$ cat src/rtl/lorenz_teleprinter_cipher_macros.svh
`ifndef LORENZ_TELEPRINTER_CIPHER_MACROS_SVH
`define LORENZ_TELEPRINTER_CIPHER_MACROS_SVH

// same-cycle implication on the block clock, masked during reset
`define LTC_ASSERT_SAME(lbl, ante, cons) \
    lbl: assert property (@(posedge i_clk) disable iff (!i_rst_n) (ante) |-> (cons)) \
        else $error("ltc assertion failed");

// next-cycle implication on the block clock, masked during reset
`define LTC_ASSERT_NEXT(lbl, ante, cons) \
    lbl: assert property (@(posedge i_clk) disable iff (!i_rst_n) (ante) |=> (cons)) \
        else $error("ltc assertion failed");

`endif

$ cat src/rtl/ltc_pkg.sv
package ltc_pkg;

    typedef logic [4:0] t_code;
    typedef logic [7:0] t_char;

    typedef struct packed {
        t_code cipher_code;
        t_code key_code;
        t_code plain_code;
    } t_result;

    localparam int unsigned NUM_WHEELS = 5;

    localparam int unsigned CHI_LEN0 = 41;
    localparam int unsigned CHI_LEN1 = 31;
    localparam int unsigned CHI_LEN2 = 29;
    localparam int unsigned CHI_LEN3 = 26;
    localparam int unsigned CHI_LEN4 = 23;
    localparam int unsigned PSI_LEN0 = 43;
    localparam int unsigned PSI_LEN1 = 47;
    localparam int unsigned PSI_LEN2 = 51;
    localparam int unsigned PSI_LEN3 = 53;
    localparam int unsigned PSI_LEN4 = 59;
    localparam int unsigned MOTOR1_LEN = 61;
    localparam int unsigned MOTOR2_LEN = 37;

    // pattern bit p sits at index p, leftmost bit first
    localparam logic [0:CHI_LEN0-1] CHI_PAT0 =
        41'b11111_00010_10110_00111_10001_01110_10001_00011_1;
    localparam logic [0:CHI_LEN1-1] CHI_PAT1 =
        31'b11000_01101_01110_11010_11011_00100_0;
    localparam logic [0:CHI_LEN2-1] CHI_PAT2 =
        29'b10001_00111_10011_00011_10111_1010;
    localparam logic [0:CHI_LEN3-1] CHI_PAT3 =
        26'b11110_00110_10001_00011_10100_1;
    localparam logic [0:CHI_LEN4-1] CHI_PAT4 =
        23'b11011_11000_00010_10001_110;

    localparam logic [0:PSI_LEN0-1] PSI_PAT0 =
        43'b10110_00110_10010_10011_01010_10101_01101_01010_100;
    localparam logic [0:PSI_LEN1-1] PSI_PAT1 =
        47'b11010_10101_01010_11101_10101_01010_11000_10101_01011_10;
    localparam logic [0:PSI_LEN2-1] PSI_PAT2 =
        51'b10100_00100_11010_10101_01000_10110_10111_01010_10100_10100_1;
    localparam logic [0:PSI_LEN3-1] PSI_PAT3 =
        53'b01010_11010_10100_00101_01001_10110_10100_11011_01011_01011_001;
    localparam logic [0:PSI_LEN4-1] PSI_PAT4 =
        59'b01010_10101_01010_10110_10100_10011_01010_01001_01010_10010_00100_1010;

    localparam logic [0:MOTOR1_LEN-1] MOTOR1_PAT =
        61'b01011_11110_11010_11001_00011_10111_10001_00100_11100_01111_10101_11010_0;
    localparam logic [0:MOTOR2_LEN-1] MOTOR2_PAT =
        37'b01110_11100_01111_11111_00001_01011_11111_11;

    // teleprinter code of a character byte, case folded, aliases share an arm
    function automatic t_code code_of(input t_char c);
        t_code code;
        case (c) inside
            8'h61, 8'h41, 8'h2D: code = 5'd3;
            8'h62, 8'h42, 8'h3F: code = 5'd25;
            8'h63, 8'h43, 8'h3A: code = 5'd14;
            8'h64, 8'h44:        code = 5'd9;
            8'h65, 8'h45, 8'h33: code = 5'd1;
            8'h66, 8'h46, 8'h21: code = 5'd13;
            8'h67, 8'h47, 8'h26: code = 5'd26;
            8'h68, 8'h48:        code = 5'd20;
            8'h69, 8'h49, 8'h38: code = 5'd6;
            8'h6A, 8'h4A:        code = 5'd11;
            8'h6B, 8'h4B, 8'h28: code = 5'd15;
            8'h6C, 8'h4C, 8'h29: code = 5'd18;
            8'h6D, 8'h4D, 8'h2E: code = 5'd28;
            8'h6E, 8'h4E, 8'h2C: code = 5'd12;
            8'h6F, 8'h4F, 8'h39: code = 5'd24;
            8'h70, 8'h50, 8'h30: code = 5'd22;
            8'h71, 8'h51, 8'h31: code = 5'd23;
            8'h72, 8'h52, 8'h34: code = 5'd10;
            8'h73, 8'h53, 8'h27: code = 5'd5;
            8'h74, 8'h54, 8'h35: code = 5'd16;
            8'h75, 8'h55, 8'h37: code = 5'd7;
            8'h76, 8'h56, 8'h3D: code = 5'd30;
            8'h77, 8'h57, 8'h32: code = 5'd19;
            8'h78, 8'h58, 8'h2F: code = 5'd29;
            8'h79, 8'h59, 8'h36: code = 5'd21;
            8'h7A, 8'h5A, 8'h2B: code = 5'd17;
            8'h20:               code = 5'd4;
            8'h0A:               code = 5'd2;
            default:             code = 5'd0;
        endcase
        return code;
    endfunction

endpackage

$ cat src/rtl/ltc_wheel.sv
module ltc_wheel #(
    parameter int unsigned LEN = 2,
    parameter logic [0:LEN-1] PAT = '0
) (
    input  logic i_clk,
    input  logic i_rst_n,
    input  logic i_step,
    output logic o_bit,
    output logic o_next_bit
);

    localparam int unsigned W = (LEN > 1) ? $clog2(LEN) : 1;

    logic [W-1:0] r_pos;
    logic [W-1:0] n_pos;

    assign n_pos      = (r_pos == W'(LEN - 1)) ? '0 : r_pos + W'(1);
    assign o_bit      = PAT[r_pos];
    assign o_next_bit = PAT[n_pos];

    always_ff @(posedge i_clk) begin
        if (!i_rst_n) begin
            r_pos <= '0;
        end else if (i_step) begin
            r_pos <= n_pos;
        end
    end

endmodule

$ cat src/rtl/ltc_keystream.sv
module ltc_keystream (
    input  logic          i_clk,
    input  logic          i_rst_n,
    input  logic          i_step,
    output ltc_pkg::t_code o_key
);

    logic [ltc_pkg::NUM_WHEELS-1:0] chi_bit;
    logic [ltc_pkg::NUM_WHEELS-1:0] psi_bit;
    logic [ltc_pkg::NUM_WHEELS-1:0] chi_nxt_unused;
    logic [ltc_pkg::NUM_WHEELS-1:0] psi_nxt_unused;
    logic m1_bit_unused;
    logic m1_next_bit;
    logic m2_bit;
    logic m2_next_bit;
    logic m2_step;
    logic psi_step;

    // motor 1 steps with every character, motor 2 on motor 1's new bit, psi on motor 2's resulting bit
    assign m2_step  = i_step & m1_next_bit;
    assign psi_step = i_step & (m2_step ? m2_next_bit : m2_bit);

    ltc_wheel #(.LEN(ltc_pkg::CHI_LEN0), .PAT(ltc_pkg::CHI_PAT0)) u_chi0 (
        .i_clk(i_clk), .i_rst_n(i_rst_n), .i_step(i_step),
        .o_bit(chi_bit[0]), .o_next_bit(chi_nxt_unused[0]));
    ltc_wheel #(.LEN(ltc_pkg::CHI_LEN1), .PAT(ltc_pkg::CHI_PAT1)) u_chi1 (
        .i_clk(i_clk), .i_rst_n(i_rst_n), .i_step(i_step),
        .o_bit(chi_bit[1]), .o_next_bit(chi_nxt_unused[1]));
    ltc_wheel #(.LEN(ltc_pkg::CHI_LEN2), .PAT(ltc_pkg::CHI_PAT2)) u_chi2 (
        .i_clk(i_clk), .i_rst_n(i_rst_n), .i_step(i_step),
        .o_bit(chi_bit[2]), .o_next_bit(chi_nxt_unused[2]));
    ltc_wheel #(.LEN(ltc_pkg::CHI_LEN3), .PAT(ltc_pkg::CHI_PAT3)) u_chi3 (
        .i_clk(i_clk), .i_rst_n(i_rst_n), .i_step(i_step),
        .o_bit(chi_bit[3]), .o_next_bit(chi_nxt_unused[3]));
    ltc_wheel #(.LEN(ltc_pkg::CHI_LEN4), .PAT(ltc_pkg::CHI_PAT4)) u_chi4 (
        .i_clk(i_clk), .i_rst_n(i_rst_n), .i_step(i_step),
        .o_bit(chi_bit[4]), .o_next_bit(chi_nxt_unused[4]));

    ltc_wheel #(.LEN(ltc_pkg::PSI_LEN0), .PAT(ltc_pkg::PSI_PAT0)) u_psi0 (
        .i_clk(i_clk), .i_rst_n(i_rst_n), .i_step(psi_step),
        .o_bit(psi_bit[0]), .o_next_bit(psi_nxt_unused[0]));
    ltc_wheel #(.LEN(ltc_pkg::PSI_LEN1), .PAT(ltc_pkg::PSI_PAT1)) u_psi1 (
        .i_clk(i_clk), .i_rst_n(i_rst_n), .i_step(psi_step),
        .o_bit(psi_bit[1]), .o_next_bit(psi_nxt_unused[1]));
    ltc_wheel #(.LEN(ltc_pkg::PSI_LEN2), .PAT(ltc_pkg::PSI_PAT2)) u_psi2 (
        .i_clk(i_clk), .i_rst_n(i_rst_n), .i_step(psi_step),
        .o_bit(psi_bit[2]), .o_next_bit(psi_nxt_unused[2]));
    ltc_wheel #(.LEN(ltc_pkg::PSI_LEN3), .PAT(ltc_pkg::PSI_PAT3)) u_psi3 (
        .i_clk(i_clk), .i_rst_n(i_rst_n), .i_step(psi_step),
        .o_bit(psi_bit[3]), .o_next_bit(psi_nxt_unused[3]));
    ltc_wheel #(.LEN(ltc_pkg::PSI_LEN4), .PAT(ltc_pkg::PSI_PAT4)) u_psi4 (
        .i_clk(i_clk), .i_rst_n(i_rst_n), .i_step(psi_step),
        .o_bit(psi_bit[4]), .o_next_bit(psi_nxt_unused[4]));

    ltc_wheel #(.LEN(ltc_pkg::MOTOR1_LEN), .PAT(ltc_pkg::MOTOR1_PAT)) u_motor1 (
        .i_clk(i_clk), .i_rst_n(i_rst_n), .i_step(i_step),
        .o_bit(m1_bit_unused), .o_next_bit(m1_next_bit));
    ltc_wheel #(.LEN(ltc_pkg::MOTOR2_LEN), .PAT(ltc_pkg::MOTOR2_PAT)) u_motor2 (
        .i_clk(i_clk), .i_rst_n(i_rst_n), .i_step(m2_step),
        .o_bit(m2_bit), .o_next_bit(m2_next_bit));

    // first wheel pair forms the MSB
    always_comb begin
        for (int i = 0; i < ltc_pkg::NUM_WHEELS; i++) begin
            o_key[ltc_pkg::NUM_WHEELS-1-i] = chi_bit[i] ^ psi_bit[i];
        end
    end

endmodule

$ cat src/rtl/lorenz_teleprinter_cipher.sv
// Teleprinter cipher of the twelve-wheel type: one character byte in, one
// enciphered teleprinter code out.
// Input channel: i_s_tvalid / o_s_tready / i_s_tdata, one character byte per
// request. Output channel: o_m_tvalid / i_m_tready / o_m_tdata carrying the
// plain code, the key code and the cipher code of that character.
// The key is taken from the wheels as the request is accepted and the wheels
// advance in the same cycle, so results leave in the order requests came in.
// Pipeline: an accepted request is held in the input register, and its
// result is then computed into the result register that drives the output.
// Throughput: one character per cycle, sustained while the receiver keeps
// i_m_tready high.
// Reset: all wheels return to position zero and both stages empty.
// Stall: while the receiver holds i_m_tready low the result holds; one further
// request is taken into the input register, then o_s_tready falls until the
// output is taken.
`include "lorenz_teleprinter_cipher_macros.svh"

module lorenz_teleprinter_cipher (
    input  logic        i_clk,
    input  logic        i_rst_n,
    input  logic        i_s_tvalid,
    output logic        o_s_tready,
    input  logic [7:0]  i_s_tdata,   // [7:0] char_byte
    output logic        o_m_tvalid,
    input  logic        i_m_tready,
    output logic [15:0] o_m_tdata    // [4:0] plain_code, [9:5] key_code,
                                     // [14:10] cipher_code, [15] zero
);

    logic             in_acc;
    logic             s2_adv;
    logic             s1_go;
    ltc_pkg::t_code   key;

    logic             r_s1_vld;
    ltc_pkg::t_char   r_s1_byte;
    ltc_pkg::t_code   r_s1_key;
    logic             r_out_vld;
    ltc_pkg::t_result r_out;
    ltc_pkg::t_result n_out;

    assign s2_adv     = !r_out_vld || i_m_tready;
    assign s1_go      = r_s1_vld && s2_adv;
    assign o_s_tready = !r_s1_vld || s2_adv;
    assign in_acc     = i_s_tvalid && o_s_tready;

    ltc_keystream u_keystream (
        .i_clk   (i_clk),
        .i_rst_n (i_rst_n),
        .i_step  (in_acc),
        .o_key   (key)
    );

    always_comb begin
        n_out.plain_code  = ltc_pkg::code_of(r_s1_byte);
        n_out.key_code    = r_s1_key;
        n_out.cipher_code = n_out.plain_code ^ r_s1_key;
    end

    always_ff @(posedge i_clk) begin
        if (!i_rst_n) begin
            r_s1_vld  <= 1'b0;
            r_out_vld <= 1'b0;
        end else begin
            if (o_s_tready) begin
                r_s1_vld <= i_s_tvalid;
            end
            if (s2_adv) begin
                r_out_vld <= r_s1_vld;
            end
        end
    end

    always_ff @(posedge i_clk) begin
        if (in_acc) begin
            r_s1_byte <= i_s_tdata;
            r_s1_key  <= key;
        end
        if (s1_go) begin
            r_out <= n_out;
        end
    end

    assign o_m_tvalid = r_out_vld;
    assign o_m_tdata  = {1'b0, r_out};

    `LTC_ASSERT_NEXT(a_req_lands, in_acc, r_s1_vld)
    `LTC_ASSERT_NEXT(a_s1_held, r_s1_vld && !s2_adv,
        r_s1_vld && $stable(r_s1_key) && $stable(r_s1_byte))
    `LTC_ASSERT_NEXT(a_key_moves, s1_go, o_m_tvalid && (o_m_tdata[9:5] == $past(r_s1_key)))
    `LTC_ASSERT_SAME(a_cipher_xor, o_m_tvalid,
        o_m_tdata[14:10] == (o_m_tdata[4:0] ^ o_m_tdata[9:5]))

endmodule

$ cat config.mk
export PLATFORM = sky130hd
export DESIGN_NAME = lorenz_teleprinter_cipher
export DESIGN_NICKNAME = d
export VERILOG_FILES = /design/src/rtl/ltc_pkg.sv /design/src/rtl/ltc_wheel.sv /design/src/rtl/ltc_keystream.sv /design/src/rtl/lorenz_teleprinter_cipher.sv
export VERILOG_INCLUDE_DIRS = /design/src /design/src/rtl
export SDC_FILE = /design/constraint.sdc
export NUM_CORES = 1
export LEC_CHECK = 0
export ABC_CLOCK_PERIOD_IN_PS = 5700
export BUFFER_PORTS_ARGS = -buffer_cell sky130_fd_sc_hd__buf_2
export CAP_MARGIN = 40
export CORE_MARGIN = 3
export CORE_UTILIZATION = 60
export CTS_CLUSTER_SIZE = 10
export DETAILED_ROUTE_END_ITERATION = 12
export GPL_TIMING_DRIVEN = 0
export PLACE_DENSITY_LB_ADDON = 0.2
export REMOVE_ABC_BUFFERS = 1
export SLEW_MARGIN = 20
export SYNTH_ARGS = -nofsm -noshare
export SYNTH_HDL_FRONTEND = slang
export SYNTH_SLANG_ARGS = --single-unit
$ cat constraint.sdc
create_clock -name i_clk -period 5.7 [get_ports i_clk]
set_input_delay 0.57 -clock i_clk [delete_from_list [all_inputs] [get_ports i_clk]]
set_output_delay 0.57 -clock i_clk [all_outputs]
set_load 0.01 [all_outputs]
Word-level counts from Yosys, hierarchy flattened
Memory sizes are Yosys's and may differ from the RTL's.
Cells that the tools add are included.
{ "totals": {"register_bits": 98, "elab_cells": 266, "output_inout_bits": 18, "mem_count": 13, "rom_bits": 704} }
{ "mem_list": {"columns": ["memory", "depth", "width", "rd", "rd_clocked_by_memory_dff", "write_ports", "line", "source"], "rows": [
  ["(name not given)", 64, 1, 1, 0, 0, "ltc_wheel.sv:18", "assign o_bit = PAT[r_pos];"],
  ["(name not given)", 64, 1, 1, 0, 0, "ltc_wheel.sv:18", null],
  ["(name not given)", 64, 1, 1, 0, 0, "ltc_wheel.sv:18", null],
  ["(name not given)", 64, 1, 1, 0, 0, "ltc_wheel.sv:18", null],
  ["(name not given)", 64, 1, 1, 0, 0, "ltc_wheel.sv:18", null],
  ["(name not given)", 64, 1, 1, 0, 0, "ltc_wheel.sv:18", null],
  ["+7 memories", null, null, null, null, null, null, null]
]} }
{ "op_classes": {"eq_ne": 89, "n_addsub": 12, "reduce_logical": 32, "n_mux": 67, "bitwise_logic": 21, "magnitude_cmp": 13} }
{ "op_table": {"columns": ["operator", "n"], "rows": [
  ["$eq 8x7->1 const B", 52],
  ["$eq 8x6->1 const B", 24],
  ["$mux 5", 30],
  ["$reduce_or 3->1", 23],
  ["$ge 7x7->1 const B", 9],
  ["$not 6->7", 9],
  ["$add 6x1->6 const B", 8],
  ["$eq 6x6->1 const B", 8],
  ["$mux 6", 8],
  ["$mux 1", 27],
  ["$ge 6x6->1 const B", 4],
  ["$not 5->6", 4],
  ["$add 5x1->5 const B", 4],
  ["$eq 5x5->1 const B", 4],
  ["$eq 8x4->1 const B", 1],
  ["$reduce_or 2->1", 3],
  ["$xor 1x1->1", 5],
  ["$xor 5x5->5", 1],
  ["$mux 3", 1],
  ["$and 1x1->1", 2],
  ["$logic_and 1x1->1", 2],
  ["$logic_not 1->1", 2],
  ["$logic_or 1x1->1", 2],
  ["$mux 2", 1]
]} }

Depth between registers and ports, before layout
Gate-level depths: netlist of the first run.
{ "logic_depth": {"ltp_word": 30, "mapped_depth": 17} }

By module
From an unflattened synthesis of the first run, not the netlist that was laid out.
{ "unflattened": {"hier_cells": 1174, "hier_area_um2": 9695.5} }
{ "modules_own_cells": {"columns": ["mod", "cells_each", "area_per_inst_um2", "instances"], "rows": [
  ["lorenz_teleprinter_cipher", 177, 1804.2, 1],
  ["ltc_wheel (u_keystream.u_motor1)", 112, 859.6, 1],
  ["ltc_wheel (u_keystream.u_psi4)", 111, 844.6, 1],
  ["ltc_wheel (u_keystream.u_psi3)", 113, 825.8, 1],
  ["ltc_wheel (u_keystream.u_psi2)", 109, 808.3, 1],
  ["ltc_wheel (u_keystream.u_psi1)", 101, 725.7, 1],
  ["ltc_wheel (u_keystream.u_chi0)", 75, 719.4, 1],
  ["ltc_wheel (u_keystream.u_psi0)", 81, 593.1, 1],
  ["ltc_wheel (u_keystream.u_chi2)", 71, 575.6, 1],
  ["ltc_wheel (u_keystream.u_motor2)", 57, 530.5, 1],
  ["ltc_wheel (u_keystream.u_chi1)", 56, 471.7, 1],
  ["ltc_wheel (u_keystream.u_chi3)", 52, 449.2, 1],
  ["ltc_wheel (u_keystream.u_chi4)", 51, 420.4, 1],
  ["ltc_keystream", 8, 67.6, 1]
]} }

Worst setup path after synthesis of the first run
No wires, ideal clock.
{ "synth_path": {"kind": "reg-to-reg", "startpoint": "reg u_keystream.u_motor1.r_pos[0]", "endpoint": "reg u_keystream.u_psi0.r_pos[5]", "period_less_slack_ns": 3.304, "arrival_time_ns": 3.187, "path_stages_with_launch": 18, "setup_ns": 0.117, "path_slack_ns": 2.396, "required_time_ns": 5.583, "cell_sequence": "dfxtp_1 > clkbuf_1 > inv_1 > ha_1 > nand3_1 > nor2_1 > nor2_1 > ha_1 > a21oi_1 > nor2_1 > a221o_1 > o211ai_2 > nand3_2 > a211o_1 > buf_6 > and3_4 > buf_6 > a32o_1"} }
{ "synth_between": {"elab_chain_len": 9, "elab_cells_between_ends": 10, "classes_between": "add/sub: 1; eq/ne: 1; mux: 4; bitwise: 3; memory: 1"} }
{ "synth_lines": {"columns": ["item", "line", "source"], "rows": [
  ["start: declaration", "ltc_wheel.sv:14", "logic [W-1:0] r_pos;"],
  ["start signal: assignment", "ltc_wheel.sv:25", "r_pos <= n_pos;"],
  ["$add 6x1->6 or $eq 6x6->1 (tied branches)", "ltc_wheel.sv:17", "assign n_pos = (r_pos == W'(LEN - 1)) ? '0 : r_pos + W'(1);"],
  ["$mux 6 *", "ltc_wheel.sv:17", null],
  ["net u_keystream.u_motor1.n_pos[0]", "ltc_wheel.sv:15", "logic [W-1:0] n_pos;"],
  ["$not 6->7 (implied by the code) *", "ltc_wheel.sv:19", "assign o_next_bit = PAT[n_pos];"],
  ["$mem_v2 64x1 *", null, null],
  ["$mux 1 (implied by the code) * (2 in series)", "ltc_wheel.sv:19", null],
  ["$and 1x1->1 *", "ltc_keystream.sv:20", "assign m2_step = i_step & m1_next_bit;"],
  ["$mux 1 *", "ltc_keystream.sv:21", "assign psi_step = i_step & (m2_step ? m2_next_bit : m2_bit);"],
  ["$and 1x1->1 *", "ltc_keystream.sv:21", null],
  ["end signal: assignment", "ltc_wheel.sv:25", null],
  ["end: declaration", "ltc_wheel.sv:14", null]
]} }
The timed path passes the listed nets; every way through them passes the cells marked *. The select of a mux whose other input is x is not followed.
A chain may end at the register's enable or synchronous reset.

Final worst setup path of the first run
{ "layout_path": {"startpoint": "reg u_keystream.u_motor1.r_pos[1]", "endpoint": "reg u_keystream.u_psi2.r_pos[5]"} }
{ "layout_between": {"elab_chain_len": 9, "elab_cells_between_ends": 10, "classes_between": "add/sub: 1; eq/ne: 1; mux: 4; bitwise: 3; memory: 1"} }
{ "layout_lines": {"columns": ["item", "line"], "rows": [
  ["$eq 6x6->1", "ltc_wheel.sv:17"],
  ["$mux 6", "ltc_wheel.sv:17"],
  ["net u_keystream.u_motor1.n_pos[0]", "ltc_wheel.sv:15"],
  ["$not 6->7 (implied by the code)", "ltc_wheel.sv:19"],
  ["$mem_v2 64x1", null],
  ["$mux 1 (implied by the code) (2 in series)", "ltc_wheel.sv:19"],
  ["$and 1x1->1", "ltc_keystream.sv:20"],
  ["$mux 1", "ltc_keystream.sv:21"],
  ["$and 1x1->1", "ltc_keystream.sv:21"],
  ["end signal: assignment", "ltc_wheel.sv:25"],
  ["end: declaration", "ltc_wheel.sv:14"]
]} }
The timed path passes the listed nets, and every way through them passes these cells. The select of a mux whose other input is x is not followed.

==> results.yml, run 1 <==
cts:
  cts_root_buf: "clkbuf_16"
  htree_levels: 3
  insertion_delay_ns: 0.35
  clkTransAtPathRegs_ns: 0.07
  clockBufferDepth: 2
  cts_tree: "yes"
  cts_resized: 0
  postCtsHoldBufs: 0
  cts-buffers-inserted: 9
  postCtsSetupBuffers: 0
  cts_sinks: 98
timing:
  finalSetupViolCount: 0
  period_minus_slack_ns: 3.916
  max_freq_mhz: 255.4
  rsz0062_at_grt: "no"
  finalCritPeriodShare: 0.6869
  slew_viol_final: 0
  hold_violations: 0
  slew_headroom: 0.4495
  setup_tns_ns: 0
  worst_pin_slew_ns: 0.8246
  fin_skew_ns: 0.006406
synth:
  ys_async_sr_fraction: 0
  synth_common_cells: "nand2_1 (85), dfxtp_1 (70), a21oi_1 (67), nor2_1 (66), ha_1 (47)"
  synth_edf_count: 28
  yosys.area.top_type_share: 0.2015
  synthFlopType: "dfxtp_1"
  netlist_instances: 843
  synth_most_common_cell: "nand2_1"
  synth_top_cell_by_area: "dfxtp_1"
  synth.distinct_cells: 84
  ys_seq_area_frac: 0.3224
  netlist_area_um2: 6955
  ys_seq_elements: 98
  synthTopCellsByArea: "dfxtp_1 (20%), edfxtp_1 (12%), ha_1 (8.5%)"
  yosys_warnings: 0
  synth.avg_cell_area_um2: 8.251
layout:
  finish.utilization: 0.6655
  drive_gt1_frac: 0.1008
  layout.cells.non_filler: 973
  multiInputGateArea_um2: 4274
  fillers: 922
  final_nets: 887
  area_growth_pct: 5.990
  diodes: 0
  register_area_um2: 2242
setup_path:
  critPathTopFamily: "compound AO/OA/AOI/OAI gates"
  critPathRequiredTime_ns: 5.94
  worstPathCellList: "inv_1 -> ha_1 -> nand3_1 -> nor2_1 -> nor2_1 -> ha_1 -> a21oi_1 -> nor2_1 -> a221o_1 -> o211ai_2 -> nand3_2 -> a211o_1 -> buf_8 -> and4_1 -> o221a_1"
  setup.worst_path.class: "reg -> reg"
  crit_fanout: 25
  cp_num_buf_inv: 2
  end_kind: "register"
  critPathMaxStageDelay_ns: 0.50
  slowest_stage: "dfxtp_1"
  reg2reg_slack_ns: 1.78
  start_kind: "register"
  critPathArrivalTime_ns: 4.16
  path_common_cell: "nor2_1"
place:
  dp_hpwl_mm: 10.03
  place_congestion: 0.8913
  portBuffers: 28
  dp_cells: 954
power:
  p_sw_frac: 0.3019
  pwr-share-seq: 0.482
  combPwrFrac: 0.168
  clockPowerShare: 0.350
  cellPowerDensity_nw_per_um2: 229.3
  irDropWorstVdd_v: 0.0002029
  p_int_w: 0.001180
  p_switching_w: 0.0005104
  power_w: 0.001691
  leakagePower_nw: 2.741
floorplan:
  die_x_um: 113.7
  die-area_um2: 12920
  core_um2: 11080
  die_h_um: 113.7
  initial_core_util: 0.6279
  rows: 38
  pin_count: 30
detailed_routing:
  via_count: 6150
  wl_mm: 14.94
  drt_first_iter_violations: 632
  drt.antenna.violating_nets: 0
  drc: 0
  wl_per_cell_um: 15.35
  via_per_inst: 6.321
  drtPass1Iterations: 6
global_routing:
  grt_pass1_vias: 5626
  grt.overflow.total: 0
  grt_max_degree: 50
  grt_antenna_before_repair: 0
  grtUsageTotal: 0.2324
  grt_pass1_wl_mm: 25.45
run_status:
  status: "finished, final reports clean"
run:
  maxCapViolCount: 0
min_path:
  hold_path_class: "in -> reg"
cell type report:
class / count / share of cell area
Tap cell: 140 / 0.02376
Clock inverter: 7 / 0.008316
Inverter: 42 / 0.02155
Timing Repair Buffer: 35 / 0.03191
Sequential cell: 98 / 0.3041
Multi-Input combinational cell: 642 / 0.5798
Clock buffer: 9 / 0.03055
cells by family (layout without fill, tap and decap cells):
logic type | after synthesis | in the layout | share of synthesized area
other | 1 | 1 | 0.0005391
XOR/XNOR | 32 | 32 | 0.04030
buffers and inverters | 103 | 93 | 0.06512
AND/OR/NAND/NOR | 310 | 310 | 0.2252
adder cells (fa/ha/maj) | 48 | 48 | 0.08599
AO/OA/AOI/OAI | 231 | 231 | 0.2261
multiplexers | 20 | 20 | 0.03436
flip-flops | 98 | 98 | 0.3224
registers in the layout (all words and copies together) (netlist names):
name / count
u_keystream.u_psi4.r_pos: 6
u_keystream.u_psi0.r_pos: 6
u_keystream.u_psi1.r_pos: 6
r_s1_byte: 8
u_keystream.u_motor1.r_pos: 6
u_keystream.u_chi4.r_pos: 5
u_keystream.u_chi3.r_pos: 5
u_keystream.u_chi2.r_pos: 5
u_keystream.u_psi3.r_pos: 6
u_keystream.u_chi1.r_pos: 5
r_s1_vld: 1
u_keystream.u_psi2.r_pos: 6
r_s1_key: 5
o_m_tvalid: 1
o_m_tdata: 15
u_keystream.u_chi0.r_pos: 6
u_keystream.u_motor2.r_pos: 6
worst paths after layout:
check	endpoint	from	cells past startpoint
worst min register to register	o_m_tdata[6]	r_s1_key[1]	0
worst max register to register	u_keystream.u_psi2.r_pos[5]	u_keystream.u_motor1.r_pos[1]	15
worst min-delay path	r_s1_byte[4]	i_s_tdata[4]	1
worst max-delay path	u_keystream.u_psi2.r_pos[5]	u_keystream.u_motor1.r_pos[1]	15
cells in the final DEF, fill, tap and decap left out, drive strengths merged, types with 6 or more instances in the layout:
| cell | n |
|---|---|
| a21oi | 71 |
| a21o | 10 |
| nand2 | 85 |
| nor2 | 66 |
| nand4b | 6 |
| a31oi | 20 |
| nor2b | 11 |
| a211oi | 10 |
| edfxtp | 28 |
| dfxtp | 70 |
| clkbuf | 9 |
| nand3 | 32 |
| a311oi | 10 |
| and3 | 14 |
| nor3b | 6 |
| ha | 47 |
| nand2b | 13 |
| inv | 44 |
| nor3 | 25 |
| o211ai | 8 |
| o22ai | 7 |
| o21ai | 44 |
| xor2 | 21 |
| mux2i | 16 |
| nand4 | 21 |
| buf | 35 |
| xnor2 | 11 |
metal layers:
layer / GRT usage / share of wire
met5: 0 / 0
met1: 0.2982 / 0.44
met2: 0.3922 / 0.49
met3: 0.03448 / 0.047
met4: 0.09615 / 0.021
power groups by stage:
stage	Clock, W	Combinational, W	Sequential (W)
global placement	0	0.000256	0.000827
finish	0.000592	0.000284	0.000815
global route	0.000627	0.000319	0.000823
detailed placement	0	0.000273	0.000830
floorplan	0	0.000198	0.000821
CTS	0.000605	0.000274	0.000814
through the flow:
stage,hold slack (ns),setup slack [ns],instance area [um^2]
finish,0.3984,1.784,7372
floorplan,0.4476,2.043,6660
global placement,0.4523,0.8324,6975
CTS,0.3854,1.601,7320
detailed placement,0.4677,1.627,7033
global route,0.3866,1.388,7372
(Power assumes the default switching activity.)
==> run 2: changes to the inputs <==
- ABC_CLOCK_PERIOD_IN_PS: 5700 -> 3580
- CORE_UTILIZATION: 60 -> 57
- clock period: 5.7 -> 3.58 ns (I/O delays scaled with it)
==> run 2 against run 1 <==
  * Register-to-register slack worse by 1.6 ns
  * Cell count grew 0.62%
  * Combinational power is 69% higher
  * Clock power increased by 68%
  * Worst hold slack got worse by 0.21 ns
  * Total power grew 64%
  * Routed wire length is 5.5% higher
  * Clock skew increased by 0.00074 ns
  * Non-clock buffer count increased by 2
  * Sequential power is 60% higher
  * Utilization is 2.1 points lower
  * Clock-buffer cell count grew 3
==> results.yml, run 2 (synthesis gave the netlist of run 1 again) <==
power:
  p_sw_frac: 0.2831
  combPwrFrac: 0.173
  cellPowerDensity_nw_per_um2: 369.5
  irDropWorstVdd_v: 0.0002581
  p_switching_w: 0.0007864
  pwr-share-seq: 0.469
  p_int_w: 0.001992
  clockPowerShare: 0.358
  leakagePower_nw: 2.776
  power_w: 0.002778
floorplan:
  pin_count: 30
  die_h_um: 116.5
  core_um2: 11660
  initial_core_util: 0.5964
  rows: 39
  die_x_um: 116.5
  die-area_um2: 13560
timing:
  finalSetupViolCount: 0
  fin_skew_ns: 0.007146
  hold_violations: 0
  worst_pin_slew_ns: 0.8240
  max_freq_mhz: 294.0
  rsz0062_at_grt: "no"
  period_minus_slack_ns: 3.401
  slew_headroom: 0.4495
  finalCritPeriodShare: 0.9501
  slew_viol_final: 0
  setup_tns_ns: 0
  timing.hold.ws_ns: 0.1876
cts:
  cts_tree: "yes"
  clkTransAtPathRegs_ns: 0.07
  cts_root_buf: "clkbuf_16"
  postCtsHoldBufs: 0
  insertion_delay_ns: 0.34
  cts-buffers-inserted: 9
  clockBufferDepth: 2
  cts_sinks: 98
  htree_levels: 3
setup_path:
  setup.worst_path.class: "reg -> reg"
  critPathRequiredTime_ns: 3.81
  critPathArrivalTime_ns: 3.63
  reg2reg_slack_ns: 0.18
  rr_worst_depth: 15
  end_kind: "register"
  crit_fanout: 25
  start_kind: "register"
  timing.rr.start: "u_keystream.u_motor1.r_pos[1]"
  r2r_end: "u_keystream.u_psi2.r_pos[5]"
detailed_routing:
  via_per_inst: 6.372
  wl_mm: 15.76
  drt_first_iter_violations: 666
  drt.antenna.violating_nets: 0
  wl_per_cell_um: 16.09
  drc: 0
  drtPass1Iterations: 5
  via_count: 6238
layout:
  fin_area_um2: 7518
  drive_gt1_frac: 0.1172
  fillers: 940
  area_growth_pct: 8.095
  largest_reg_flops: 15
  final_cell_mix: "nand2_1 (85), a21oi_1 (67), dfxtp_1 (66), nor2_1 (65), ha_1 (45)"
  diodes: 0
  final_common_cell: "nand2_1"
  finish.utilization: 0.6447
  final_nets: 890
global_routing:
  grt.overflow.total: 0
  grt_max_degree: 50
  grt_pass1_vias: 5658
  grtUsageTotal: 0.2324
  grt_antenna_before_repair: 0
  grt_pass1_wl_mm: 26.15
place:
  dp_hpwl_mm: 10.26
  place_congestion: 0.9157
  portBuffers: 28
  placedInstanceArea_um2: 7041
min_path:
  holdPathEnd: "r_s1_byte[0]"
  whs_path_depth: 1
  hold_start: "i_s_tdata[0]"
  hold_path_class: "in -> reg"
run:
  maxCapViolCount: 0
run_status:
  status: "finished, final reports clean"
[run 2: cell count changes in the layout (fill, tap and decap cells not counted), sizes merged]
cell      change
clkinvlp      -2
buf           +1
inv           -4
a21oi         +1
clkinv        +2
bufinv        +1
clkbuf        +4
[run 2: repair_timing]
action                     in CTS  in global routing
setup buffers                   3                  2
pin swaps                       1                  3
gates cloned                    1                  0
setup endpoints to repair      30                 28
gates resized for setup        15                  8
[run 2: area by class of cell]
class	count	area, um^2	share of cell area
Sequential cell	98	2252	0.2996
Clock inverter	4	48.80	0.006490
Tap cell	143	178.9	0.02380
Inverter	42	161.4	0.02147
Multi-Input combinational cell	643	4368	0.5810
Timing Repair Buffer	37	251.5	0.03345
Clock buffer	12	257.7	0.03428
[run 2: how the worst max path moves through the flow]
stage,from,endpoint,slack (ns)
final,u_keystream.u_motor1.r_pos[1],u_keystream.u_psi2.r_pos[5],0.18
after global placement,i_m_tready,u_keystream.u_psi2.r_pos[5],-1.05
after floorplan,u_keystream.u_motor1.r_pos[1],u_keystream.u_psi2.r_pos[5],-0.04
after CTS,u_keystream.u_motor1.r_pos[0],u_keystream.u_psi2.r_pos[5],0.04
after detailed placement,u_keystream.u_motor1.r_pos[1],u_keystream.u_psi2.r_pos[5],-0.59
after global routing,u_keystream.u_motor1.r_pos[1],u_keystream.u_psi2.r_pos[5],0.002
[run 2: power by group through the flow]
stage | Clock, W | Sequential [W] | Combinational, W
3_3_place_gp | 0 | 0.00132 | 0.000408
3_5_place_dp | 0 | 0.00132 | 0.000434
6_report | 0.000994 | 0.00130 | 0.000480
5_1_grt | 0.00106 | 0.00131 | 0.000533
4_1_cts | 0.00102 | 0.00130 | 0.000469
2_1_floorplan | 0 | 0.00131 | 0.000315
[run 2: worst max-delay path, stage by stage, from the launching register on]
cell	delay [ns]
dfxtp_4	0.41
inv_2	0.12
ha_4	0.19
nand3_2	0.15
nor2_4	0.16
nor2_1	0.07
ha_1	0.26
a21oi_1	0.16
nor2_1	0.05
a221o_1	0.30
o211ai_4	0.23
nand3_4	0.15
a211o_4	0.41
buf_16	0.17
and4_1	0.18
o221a_1	0.25
[run 2: per-layer routing]
| metal | vias to the layer above | track usage | wire length, um |
|---|---|---|---|
| li1 | 3044 | - | - |
| met1 | 2958 | 0.2931 | 6950 |
| met2 | 207 | 0.4092 | 7821 |
| met3 | 29 | 0.03731 | 731 |
| met4 | 0 | 0.06883 | 253 |
| met5 | - | 0 | 0 |
[run 2: per-stage QoR]
stage          instances  worst slack, ns
2_1_floorplan        782         -0.04152
3_3_place_gp         953           -1.049
3_5_place_dp         956          -0.5947
4_1_cts              976          0.04404
5_1_grt              979         0.001634
6_report             979           0.1786
==> run 3: changes to the inputs <==
- ABC_CLOCK_PERIOD_IN_PS: 3580 -> 4300
- CORE_UTILIZATION: 57 -> 60
- TNS_END_PERCENT: default -> 30
- clock period: 3.58 -> 4.3 ns (I/O delays scaled with it)
==> run 3 against run 2 <==
  * Combinational power down 22%
  * Non-clock buffer count down 2
  * Maximum frequency down 12%
  * Sequential power down 17%
  * Largest power group unchanged
  * Highest routed layer unchanged
==> results.yml, run 3 (synthesis gave the netlist of run 1 again) <==
place:
  place_congestion: 0.8913
  dp_hpwl_mm: 10.03
  portBuffers: 28
  placedInstanceArea_um2: 7033
  dp_slack_ns: 0.2272
min_path:
  hold_path_class: "in -> reg"
  holdPathEnd: "r_s1_byte[4]"
  whs_path_depth: 1
  hold_start: "i_s_tdata[4]"
cts:
  cts_resized: 0
  clkTransAtPathRegs_ns: 0.07
  htree_levels: 3
  cts_sinks: 98
  cts-buffers-inserted: 9
  postCtsHoldBufs: 0
  cts_root_buf: "clkbuf_16"
  postCtsSetupBuffers: 0
  insertion_delay_ns: 0.35
  cts_tree: "yes"
  clockBufferDepth: 2
timing:
  finalCritPeriodShare: 0.8964
  slew_viol_final: 0
  period_minus_slack_ns: 3.855
  worst_pin_slew_ns: 0.8246
  rsz0062_at_grt: "no"
  setup_tns_ns: 0
  setup_ws_ns: 0.4454
  slew_headroom: 0.4495
  hold_violations: 0
  max_freq_mhz: 259.4
  finalSetupViolCount: 0
  fin_skew_ns: 0.006406
run_status:
  status: "finished, final reports clean"
detailed_routing:
  drt.antenna.violating_nets: 0
  drt_first_iter_violations: 632
  via_per_inst: 6.324
  drtPass1Iterations: 6
  via_count: 6153
  wl_per_cell_um: 15.33
  wl_mm: 14.91
  drc: 0
layout:
  multiInputGateArea_um2: 4274
  area_growth_pct: 6.008
  register_area_um2: 2243
  fin_area_um2: 7373
  final_common_cell: "nand2_1"
  finish.utilization: 0.6656
  final_cell_mix: "nand2_1 (85), dfxtp_1 (69), a21oi_1 (67), nor2_1 (66), ha_1 (47)"
  fillers: 921
  drive_gt1_frac: 0.1020
  largest_reg_flops: 15
  diodes: 0
  final_nets: 887
power:
  clockPowerShare: 0.350
  combPwrFrac: 0.168
  leakagePower_nw: 2.741
  p_int_w: 0.001565
  irDropWorstVdd_v: 0.0002689
  p_switching_w: 0.0006762
  p_sw_frac: 0.3018
  pwr-share-seq: 0.482
  cellPowerDensity_nw_per_um2: 303.9
setup_path:
  start_kind: "register"
  critPathMaxStageDelay_ns: 0.49
  slowest_stage: "dfxtp_1"
  reg2reg_slack_ns: 0.45
  cp_num_buf_inv: 2
  critPathArrivalTime_ns: 4.09
  rr_worst_depth: 15
  critPathRequiredTime_ns: 4.54
  critPathTopFamily: "compound AO/OA/AOI/OAI gates"
  path_common_cell: "nor2_1"
  worstPathCellList: "inv_1 -> ha_1 -> nand3_1 -> nor2_1 -> nor2_1 -> ha_1 -> a21oi_1 -> nor2_1 -> a221o_1 -> o211ai_2 -> nand3_2 -> a211o_1 -> buf_8 -> and4_1 -> o221a_1"
  timing.rr.start: "u_keystream.u_motor1.r_pos[0]"
  end_kind: "register"
  crit_fanout: 25
  setup.worst_path.class: "reg -> reg"
  r2r_end: "u_keystream.u_psi2.r_pos[5]"
global_routing:
  grt_max_degree: 50
  grt_antenna_before_repair: 0
  grt_pass1_vias: 5626
  grtUsageTotal: 0.2324
  grt.overflow.total: 0
  grt_pass1_wl_mm: 25.45
floorplan:
  core_um2: 11080
  rows: 38
  die-area_um2: 12920
  initial_core_util: 0.6279
  pin_count: 30
  die_h_um: 113.7
  die_x_um: 113.7
run:
  maxCapViolCount: 0
## run 3: worst max-delay path by stage
stage               cells after the start                     endpoint                           from
finish                                 15  u_keystream.u_psi2.r_pos[5]  u_keystream.u_motor1.r_pos[0]
global route                           14  u_keystream.u_psi2.r_pos[5]  u_keystream.u_motor1.r_pos[0]
CTS                                    14  u_keystream.u_psi2.r_pos[5]  u_keystream.u_motor1.r_pos[1]
detailed placement                     14  u_keystream.u_psi2.r_pos[5]  u_keystream.u_motor1.r_pos[1]
global placement                       10  u_keystream.u_psi2.r_pos[5]                     i_m_tready
floorplan                              14  u_keystream.u_psi2.r_pos[5]  u_keystream.u_motor1.r_pos[1]
## run 3: stage by stage
step / instances / total power [W] / hold WS [ns]
3_3_place_gp: 950 / 0.001435 / 0.4523
3_5_place_dp: 954 / 0.001463 / 0.4677
2_1_floorplan: 782 / 0.001350 / 0.4476
6_report: 973 / 0.002241 / 0.2586
5_1_grt: 973 / 0.002346 / 0.2466
4_1_cts: 970 / 0.002244 / 0.2454
## run 3: power groups by stage
stage | Sequential (W) | Combinational (W) | Clock [W]
after detailed placement | 0.00110 | 0.000362 | 0
final | 0.00108 | 0.000376 | 0.000784
after floorplan | 0.00109 | 0.000263 | 0
after global placement | 0.00110 | 0.000339 | 0
after global routing | 0.00109 | 0.000423 | 0.000831
after CTS | 0.00108 | 0.000364 | 0.000802
## run 3: routing by layer
layer / part of all wire / track usage
met1: 0.44 / 0.2982
met2: 0.49 / 0.3922
met3: 0.046 / 0.03448
met4: 0.021 / 0.09615
met5: 0 / 0
## run 3: worst register-to-register path: stages (launching register included)
cell and delay (ns):
dfxtp_1 0.49, inv_1 0.17, ha_1 0.32, nand3_1 0.20, nor2_1 0.18, nor2_1 0.08, ha_1 0.28, a21oi_1 0.16
nor2_1 0.05, a221o_1 0.30, o211ai_2 0.18, nand3_2 0.20, a211o_1 0.47, buf_8 0.24, and4_1 0.19, o221a_1 0.23
## run 3: area by class of cell
cell class / instances / share of cell area
Clock inverter: 7 / 0.008315
Clock buffer: 9 / 0.03054
Tap cell: 140 / 0.02376
Sequential cell: 98 / 0.3043
Multi-Input combinational cell: 642 / 0.5797
Timing Repair Buffer: 35 / 0.03190
Inverter: 42 / 0.02155
